### src/rtl/core/dbl_pkg.sv
// Shared types, constants and helpers for the debounced single-button lock.
// Used by dbl_eval, debounce_single_button_lock and dbl_checker.
package dbl_pkg;

  localparam int NUM_SWITCHES_DEF = 4;
  localparam int NUM_SWITCHES_MAX = 8;
  localparam int IDX_MAX_W        = 3;

  localparam int              CNT_W   = 16;
  localparam logic [CNT_W-1:0] CNT_MAX = {CNT_W{1'b1}};

  localparam logic [CNT_W-1:0] DEBOUNCE_RESET = 16'd50;

  localparam int CFG_ADDR_W = 3;
  localparam int CFG_DATA_W = 32;
  localparam logic [CFG_ADDR_W-3:0] REG_DEBOUNCE_TICKS = '0;

  typedef struct packed {
    logic                 press_valid;
    logic [IDX_MAX_W-1:0] press_switch;
    logic                 release_valid;
    logic [IDX_MAX_W-1:0] release_switch;
  } evt_t;

  // Evaluation order of the switches: 0, 2, 3, ..., n-1, then 1.
  function automatic int order_at(input int k, input int n);
    int s;
    if (k == 0) begin
      s = 0;
    end else if (k == n - 1) begin
      s = 1;
    end else begin
      s = k + 1;
    end
    return s;
  endfunction

endpackage

### src/rtl/core/dbl_eval.sv
// Per-tick evaluation: stable-time counters, debounced levels and the
// single-active lock. Purely combinational; depends on dbl_pkg.
module dbl_eval #(
  parameter int NUM_SWITCHES = dbl_pkg::NUM_SWITCHES_DEF
) (
  input  logic [NUM_SWITCHES-1:0]    raw,
  input  logic [NUM_SWITCHES-1:0]    prev_raw,
  input  logic [NUM_SWITCHES-1:0]    stable,
  input  logic [NUM_SWITCHES-1:0]    active,
  input  logic [dbl_pkg::CNT_W-1:0]  debounce_ticks,
  input  logic [dbl_pkg::CNT_W-1:0]  cnt     [NUM_SWITCHES],
  output logic [dbl_pkg::CNT_W-1:0]  cnt_nxt [NUM_SWITCHES],
  output logic [NUM_SWITCHES-1:0]    stable_nxt,
  output logic [NUM_SWITCHES-1:0]    active_nxt,
  output dbl_pkg::evt_t              evt
);

  logic [NUM_SWITCHES-1:0] accept;

  always_comb begin
    for (int i = 0; i < NUM_SWITCHES; i++) begin
      if (raw[i] != prev_raw[i]) begin
        cnt_nxt[i] = '0;
      end else if (cnt[i] == dbl_pkg::CNT_MAX) begin
        cnt_nxt[i] = cnt[i];
      end else begin
        cnt_nxt[i] = cnt[i] + 1'b1;
      end
      accept[i] = (cnt_nxt[i] > debounce_ticks) && (raw[i] != stable[i]);
    end
  end

  always_comb begin
    int                      s;
    logic [NUM_SWITCHES-1:0] others;
    stable_nxt = stable;
    active_nxt = active;
    evt        = '0;
    for (int k = 0; k < NUM_SWITCHES; k++) begin
      s         = dbl_pkg::order_at(k, NUM_SWITCHES);
      others    = active_nxt;
      others[s] = 1'b0;
      if (accept[s]) begin
        stable_nxt[s] = raw[s];
        if (!raw[s]) begin
          if (others == '0) begin
            active_nxt[s]    = 1'b1;
            evt.press_valid  = 1'b1;
            evt.press_switch = dbl_pkg::IDX_MAX_W'(s);
          end
        end else if (active_nxt[s]) begin
          active_nxt[s]      = 1'b0;
          evt.release_valid  = 1'b1;
          evt.release_switch = dbl_pkg::IDX_MAX_W'(s);
        end
      end
    end
  end

endmodule

### src/rtl/core/debounce_single_button_lock.sv
// Top level of the debounced single-button lock with its APB-style register.
// Depends on dbl_pkg and dbl_eval.
//
// Each input transaction on in_* is one sample tick carrying the raw
// active-low switch levels, one bit per switch. Each tick gives exactly one
// output transaction on out_* with the press event, the release event and the
// mask of the switch that is active after the tick.
// A level is accepted once it has been steady for more than debounce_ticks
// ticks; a press takes the lock only when no other switch holds it, and a
// release of the holder reports a release event.
// An input transaction passes through one input register and then one result
// register to out_tvalid. A new tick is taken every cycle unless the receiver stalls.
// When the receiver stalls, the result register holds its transaction and
// in_tready drops in the same cycle, so the input register holds as well.
// Reset clears both stages, marks every switch released with saturated
// counters and no active switch, and sets debounce_ticks to 50.
// The register debounce_ticks lies at byte address 0; the user must write it only
// while no transaction is in flight, as the block itself does not enforce this.
module debounce_single_button_lock #(
  parameter int NUM_SWITCHES = dbl_pkg::NUM_SWITCHES_DEF
) (
  input  logic                                       clk,
  input  logic                                       rst_n,
  // in_tdata: raw_levels
  input  logic                                       in_tvalid,
  output logic                                       in_tready,
  input  logic [((NUM_SWITCHES+7)/8)*8-1:0]          in_tdata,
  // out_tdata: press_valid, press_switch, release_valid, release_switch,
  // active_mask
  output logic                                       out_tvalid,
  input  logic                                       out_tready,
  output logic [((2+2*$clog2(NUM_SWITCHES)+NUM_SWITCHES+7)/8)*8-1:0] out_tdata,
  input  logic                                       cfg_psel,
  input  logic                                       cfg_penable,
  input  logic                                       cfg_pwrite,
  input  logic [dbl_pkg::CFG_ADDR_W-1:0]             cfg_paddr,
  input  logic [dbl_pkg::CFG_DATA_W-1:0]             cfg_pwdata,
  output logic [dbl_pkg::CFG_DATA_W-1:0]             cfg_prdata,
  output logic                                       cfg_pready
);

  localparam int IW    = $clog2(NUM_SWITCHES);
  localparam int RES_W = 2 + 2*IW + NUM_SWITCHES;
  localparam int OUT_W = ((RES_W + 7) / 8) * 8;

  logic                        en;
  logic                        s1_valid_r;
  logic [NUM_SWITCHES-1:0]     s1_raw_r;
  logic                        out_valid_r;
  logic [RES_W-1:0]            out_res_r;
  logic [RES_W-1:0]            out_res_nxt;

  logic [dbl_pkg::CNT_W-1:0]   debounce_ticks_r;
  logic [NUM_SWITCHES-1:0]     prev_raw_r;
  logic [NUM_SWITCHES-1:0]     stable_r;
  logic [NUM_SWITCHES-1:0]     active_r;
  logic [dbl_pkg::CNT_W-1:0]   cnt_r   [NUM_SWITCHES];
  logic [dbl_pkg::CNT_W-1:0]   cnt_nxt [NUM_SWITCHES];
  logic [NUM_SWITCHES-1:0]     stable_nxt;
  logic [NUM_SWITCHES-1:0]     active_nxt;
  dbl_pkg::evt_t               evt;
  logic                        cfg_hit;

  assign en        = !out_valid_r || out_tready;
  assign in_tready = en;

  always_ff @(posedge clk) begin
    if (!rst_n) begin
      s1_valid_r <= 1'b0;
    end else if (en) begin
      s1_valid_r <= in_tvalid;
    end
  end

  always_ff @(posedge clk) begin
    if (en && in_tvalid) begin
      s1_raw_r <= in_tdata[NUM_SWITCHES-1:0];
    end
  end

  dbl_eval #(
    .NUM_SWITCHES (NUM_SWITCHES)
  ) u_eval (
    .raw            (s1_raw_r),
    .prev_raw       (prev_raw_r),
    .stable         (stable_r),
    .active         (active_r),
    .debounce_ticks (debounce_ticks_r),
    .cnt            (cnt_r),
    .cnt_nxt        (cnt_nxt),
    .stable_nxt     (stable_nxt),
    .active_nxt     (active_nxt),
    .evt            (evt)
  );

  assign out_res_nxt = {active_nxt,
                        evt.release_switch[IW-1:0], evt.release_valid,
                        evt.press_switch[IW-1:0], evt.press_valid};

  always_ff @(posedge clk) begin
    if (!rst_n) begin
      prev_raw_r <= '1;
      stable_r   <= '1;
      active_r   <= '0;
      for (int i = 0; i < NUM_SWITCHES; i++) begin
        cnt_r[i] <= dbl_pkg::CNT_MAX;
      end
    end else if (en && s1_valid_r) begin
      prev_raw_r <= s1_raw_r;
      stable_r   <= stable_nxt;
      active_r   <= active_nxt;
      for (int i = 0; i < NUM_SWITCHES; i++) begin
        cnt_r[i] <= cnt_nxt[i];
      end
    end
  end

  always_ff @(posedge clk) begin
    if (!rst_n) begin
      out_valid_r <= 1'b0;
    end else if (en) begin
      out_valid_r <= s1_valid_r;
    end
  end

  always_ff @(posedge clk) begin
    if (en && s1_valid_r) begin
      out_res_r <= out_res_nxt;
    end
  end

  assign out_tvalid = out_valid_r;
  assign out_tdata  = OUT_W'(out_res_r);

  assign cfg_pready = 1'b1;
  assign cfg_hit    = cfg_paddr[dbl_pkg::CFG_ADDR_W-1:2] == dbl_pkg::REG_DEBOUNCE_TICKS;

  always_ff @(posedge clk) begin
    if (!rst_n) begin
      debounce_ticks_r <= dbl_pkg::DEBOUNCE_RESET;
    end else if (cfg_psel && cfg_penable && cfg_pwrite && cfg_pready && cfg_hit) begin
      debounce_ticks_r <= cfg_pwdata[dbl_pkg::CNT_W-1:0];
    end
  end

  always_comb begin
    cfg_prdata = '0;
    if (cfg_hit) begin
      cfg_prdata = dbl_pkg::CFG_DATA_W'(debounce_ticks_r);
    end
  end

endmodule

### config.mk
export PLATFORM = sky130hd
export DESIGN_NAME = debounce_single_button_lock
export DESIGN_NICKNAME = d
export VERILOG_FILES = /design/src/rtl/core/dbl_pkg.sv /design/src/rtl/core/dbl_eval.sv /design/src/rtl/core/debounce_single_button_lock.sv
export SDC_FILE = /design/constraint.sdc
export NUM_CORES = 1
export LEC_CHECK = 0
export ABC_AREA = 1
export BUFFER_PORTS_ARGS = -buffer_cell sky130_fd_sc_hd__buf_2
export CAP_MARGIN = 20
export CORE_MARGIN = 8
export CORE_UTILIZATION = 40
export DETAILED_ROUTE_END_ITERATION = 6
export GPL_TIMING_DRIVEN = 0
export PLACE_DENSITY = 0.67
export SETUP_SLACK_MARGIN = 0.3
export SLEW_MARGIN = 15
export SYNTH_ARGS = -nofsm -noshare
export SYNTH_HDL_FRONTEND = slang
export SYNTH_HIERARCHICAL = 1
export SYNTH_SLANG_ARGS = --single-unit
### constraint.sdc
create_clock -name clk -period 9.6 [get_ports clk]
set_input_delay 0 -clock clk [delete_from_list [all_inputs] [get_ports clk]]
set_output_delay 0 -clock clk [all_outputs]
set_load 0.03 [all_outputs]
; ---- Word-level counts from Yosys, hierarchy flattened
; Cells that the tools add are included.
[word_totals]
reg_bits = 108
out_inout_bits = 51
[op_classes]
n_addsub = 4
order_cmp = 4
eq_ne = 12
mux = 45
bitwise_logic = 1
reduce_logical = 15
[op_table]
columns = operator, count
row1 = 16-bit 2-to-1 mux, 9
row2 = 4-bit 2-to-1 mux, 20
row3 = 16-bit by 1-bit adder with 16-bit output (second input constant), 4
row4 = 16-bit == test (second input constant), 4
row5 = 16-bit > comparator, 4
row6 = 8-bit 2-to-1 mux, 4
row7 = 4-bit logical NOT, 4
row8 = 3-bit 2-to-1 mux, 4
row9 = 1-bit logical AND, 9
row10 = 2-bit 2-to-1 mux, 4
row11 = 1-bit inequality test, 8
row12 = 1-bit 2-to-1 mux, 4
row13 = 1-bit logical NOT, 1
row14 = 1-bit logical OR, 1
row15 = 1-bit inverter, 1

; ---- Logic depth before layout (Yosys ltp)
[depth]
depth_word = 18
depth_mapped = 31
depth_no_buf = 31

; ---- Cells and area by module
; Netlist, hierarchy kept.
[by_module_without_submodules]
columns = mod, n_inst, cells_each, area_each_um2
row1 = debounce_single_button_lock, 1, 530, 4377.9
row2 = dbl_eval, 1, 690, 3756.1

; ---- Worst setup path after synthesis
; No wires, ideal clock.
[synth_timing]
path_type = register to register
from = register cnt_r[48] (netlist name)
to = register active_r[1]
arrival_time_ps = 3113
required_ps = 9485
setup_slack_ps = 6372
stages_incl_launch_ff = 30
path_buffers = 0
path_cell_list = dfxtp_1 > ha_1 > nand2_1 > nor2_2 > nand3_2 > nor3_4 > nand2_2 > nor2_4 > nor2_1 > nand2_1 > o21ai_0 > a21oi_1 > ha_1 > a21oi_1 > nor2_1 > nor2_1 > nand2_1 > nand2_1 > nand2_1 > nand3_2 > nand2_1 > nand2_1 > nand3_1 > nand2_1 > nor2_1 > nand3_1 > nand2_1 > nand3b_1 > nand2_1 > nor2_1
[synth_lines]
columns = item, line_no
row1 = start: declaration, debounce_single_button_lock.sv:57  ; logic [dbl_pkg::CNT_W-1:0] cnt_r [NUM_SWITCHES];
row2 = start signal: indexed assignment, debounce_single_button_lock.sv:106  ; cnt_r[i] <= dbl_pkg::CNT_MAX;
row3 = start signal: indexed assignment, debounce_single_button_lock.sv:113  ; cnt_r[i] <= cnt_nxt[i];
row4 = end signal: assignment, debounce_single_button_lock.sv:111  ; active_r <= active_nxt;
row5 = end: declaration, debounce_single_button_lock.sv:56  ; logic [NUM_SWITCHES-1:0] active_r;

==> results by group <==
Layout
  • Diode count: 0
  • Syn-to-layout area delta: 14.68%
  • Fin cells: 1,601
  • Final #Nets: 1,444
  • Layout cells sized above 1: 12.40%
  • Final core utilization: 46.29%

Floorplan
  • # rows: 52
  • Die area: 25,100 µm²
  • Top Ports: 101
  • Core area: 20,100 µm²
  • Starting density of the core: 40.37%
  • Die height: 158.4 µm
  • Die W: 158.4 µm

Global route
  • Routing usage on met2: 32.73%
  • Grt ovf: 0
  • M3 GR Usage: 1.927%
  • Largest net degree at the start of global routing: 19
  • Vias in the first global route: 7,619
  • Initial antenna violation count: 0
  • Global-route wire length before repair: 37,200 µm
  • GRT Max-Usage Layer: met2
  • GR Layer Usage met1: 22.94%
  • GRT Overall Usage: 18.53%

Setup path
  • Flop-to-flop setup slack: 5.62 ns
  • Worst EP arrival: 4.24 ns
  • Crit-path most repeated cell: nand2_1
  • Critical path class: flip-flop to flip-flop
  • CP required: 9.86 ns
  • Worst path max stage delay: 0.43 ns
  • R2r startpoint: cnt_r[48]
  • CP Max Fanout: 6
  • CP max-delay cell: dfxtp_1
  • Startpoint types: flip-flop
  • Path depth of the worst reg2reg path: 28
  • Crit end category: flip-flop
  • Worst reg2reg endpoint: active_r[1]

Run status
  • Status: finished clean

Pwr
  • P_sw: 0.0005673 W
  • Max IR drop VDD: 0.09249 mV
  • Clock network power share: 24.7%
  • Combinational Power Share: 38.5%
  • Sw frac: 39.38%
  • Share of total power in sequential cells: 36.8%
  • P_leak: 5.094 nW
  • Pwr dens: 154.8 nW/µm²
  • P_int: 0.0008732 W

Routing
  • DRT Pass-1 Iters: 5
  • Post-DR wirelength/cell: 14.10 µm
  • Iter 0 DRT Violations: 532
  • Routed wire length: 22,580 µm
  • Antenna viol nets, final: 0
  • Via density: 4.975
  • Drc violations: 0
  • Vias: 7,965

Synthesis
  • YS warnings: 6
  • Mapped Avg Cell Area: 6.668 µm²
  • Syn Inst Count: 1,217
  • Synthesized area: 8115 µm²

Min path
  • Min-delay src: cfg_paddr[2]
  • Min-Delay Endpoint: debounce_ticks_r[2]
  • Min-Delay Path Class: input pin to flip-flop
  • Worst Hold Path Cells: 5

STA
  • Final setup viols: 0
  • Fin crit share: 41.47%
  • Tmin final: 3.981 ns
  • Slew Viols, Final: 0
  • Max-slew headroom: 40.88%
  • Maximum clock frequency: 251.2 MHz
  • Worst-margin pin slew: 0.8804 ns
  • Final Hold Vio Count: 0
  • Final setup TNS: 0 ns
  • Final worst clock skew: 0.006654 ns
  • RSZ-0062 raised after global routing: no

CTS
  • Clock transition at path regs: 0.08 ns
  • Cts bufs inserted: 9
  • Max clock buf depth: 2
  • Post-CTS Setup Bufs: 0
  • Root buffer cell: clkbuf_16
  • TritonCTS clock tree: built
  • H-tree Lvls: 3
  • Resized cells post-CTS: 0
  • Cts hold-fix bufs: 24
  • Worst-skew pair later-pin latency: 0.36 ns
  • Clock sink total: 108

Placed design
  • Post-DP HPWL: 17,050 µm
  • GPL Wtd Cong: 0.9441
  • Placed cells: 1,561
  • Number of port buffers: 53

Flow run
  • Max Cap Viol: 0
-- power by group through the flow --
stage	clock network [W]	logic, W	registers [W]
final	0.000356	0.000554	0.000531
after global placement	0	0.000528	0.000540
after CTS	0.000366	0.000550	0.000530
after floorplan	0	0.000413	0.000540
after global routing	0.000379	0.000633	0.000536
after detailed placement	0	0.000539	0.000540
-- per-layer routing --
metal  vias up  part of all wire, %  routed length, µm
li1       4144                    -                  -
met1      3610                   45              10090
met2       188                   49              11060
met3        23                  4.4               1002
met4         0                  1.9                427
met5         -                    0                  0
-- flip-flops by register name (all words and copies together), names as in the netlist --
name	flops
cnt_r	64
out_tvalid	1
stable_r	4
s1_valid_r	1
out_res_r	10
prev_raw_r	4
active_r	4
debounce_ticks_r	16
s1_raw_r	4
-- layout make-up --
class                      count  area (µm²)
clock buffer                  11       232.7
fill                        2031       10800
tap                          270       337.8
buffer                        65       441.7
sequential                   108        2302
multi-input combinational    881        4758
inverter                     184       691.9
clock inverter                 5       36.28
timing repair buffer          77       505.5
-- metrics by stage --
stage | total power [W] | worst slack (ns) | instance area [µm²] | hold WS [ns]
CTS | 0.001447 | 5.666 | 9306 | 0.01267
finish | 0.001440 | 5.619 | 9306 | 0.02043
global route | 0.001549 | 5.229 | 9306 | 0.06224
global placement | 0.001068 | 5.674 | 8797 | 0.1784
detailed placement | 0.001080 | 5.713 | 8797 | 0.1787
floorplan | 0.0009532 | 6.372 | 8194 | 0.09887
-- cell usage in the layout, fill, tap and decap left out, drive strengths merged, types with 2 or more instances in the layout --
cell type	count
nor2	119
a21oi	61
o31ai	2
conb	23
buf	109
dlygate4sd3	24
nor4	9
xor2	13
xnor2	9
clkbuf	20
dfxtp	94
nand4	20
o21bai	2
nand3	201
nand2	255
a221oi	2
or2	2
a31oi	9
edfxtp	14
inv	186
clkinv	2
nand3b	4
ha	68
o21ai	45
nor3	30
o211ai	2
-- worst max-delay path, delay by kind of cell (launching register included) --
family	cells	cell delay, ns
AOI/OAI and AO/OA	3	0.55
and+or+nand+nor	23	2.37
adders and majority gates	2	0.53
DFF	1	0.43
-- worst max path at each step --
stage	from	endpoint	cells past startpoint
floorplan	cnt_r[48]	active_r[1]	29
global placement	cnt_r[48]	active_r[1]	28
detailed placement	s1_raw_r[0]	active_r[1]	23
CTS	cnt_r[48]	active_r[1]	28
global route	cnt_r[48]	active_r[1]	29
finish	cnt_r[48]	active_r[1]	28
No activity file was read; power rests on OpenSTA's default activity.
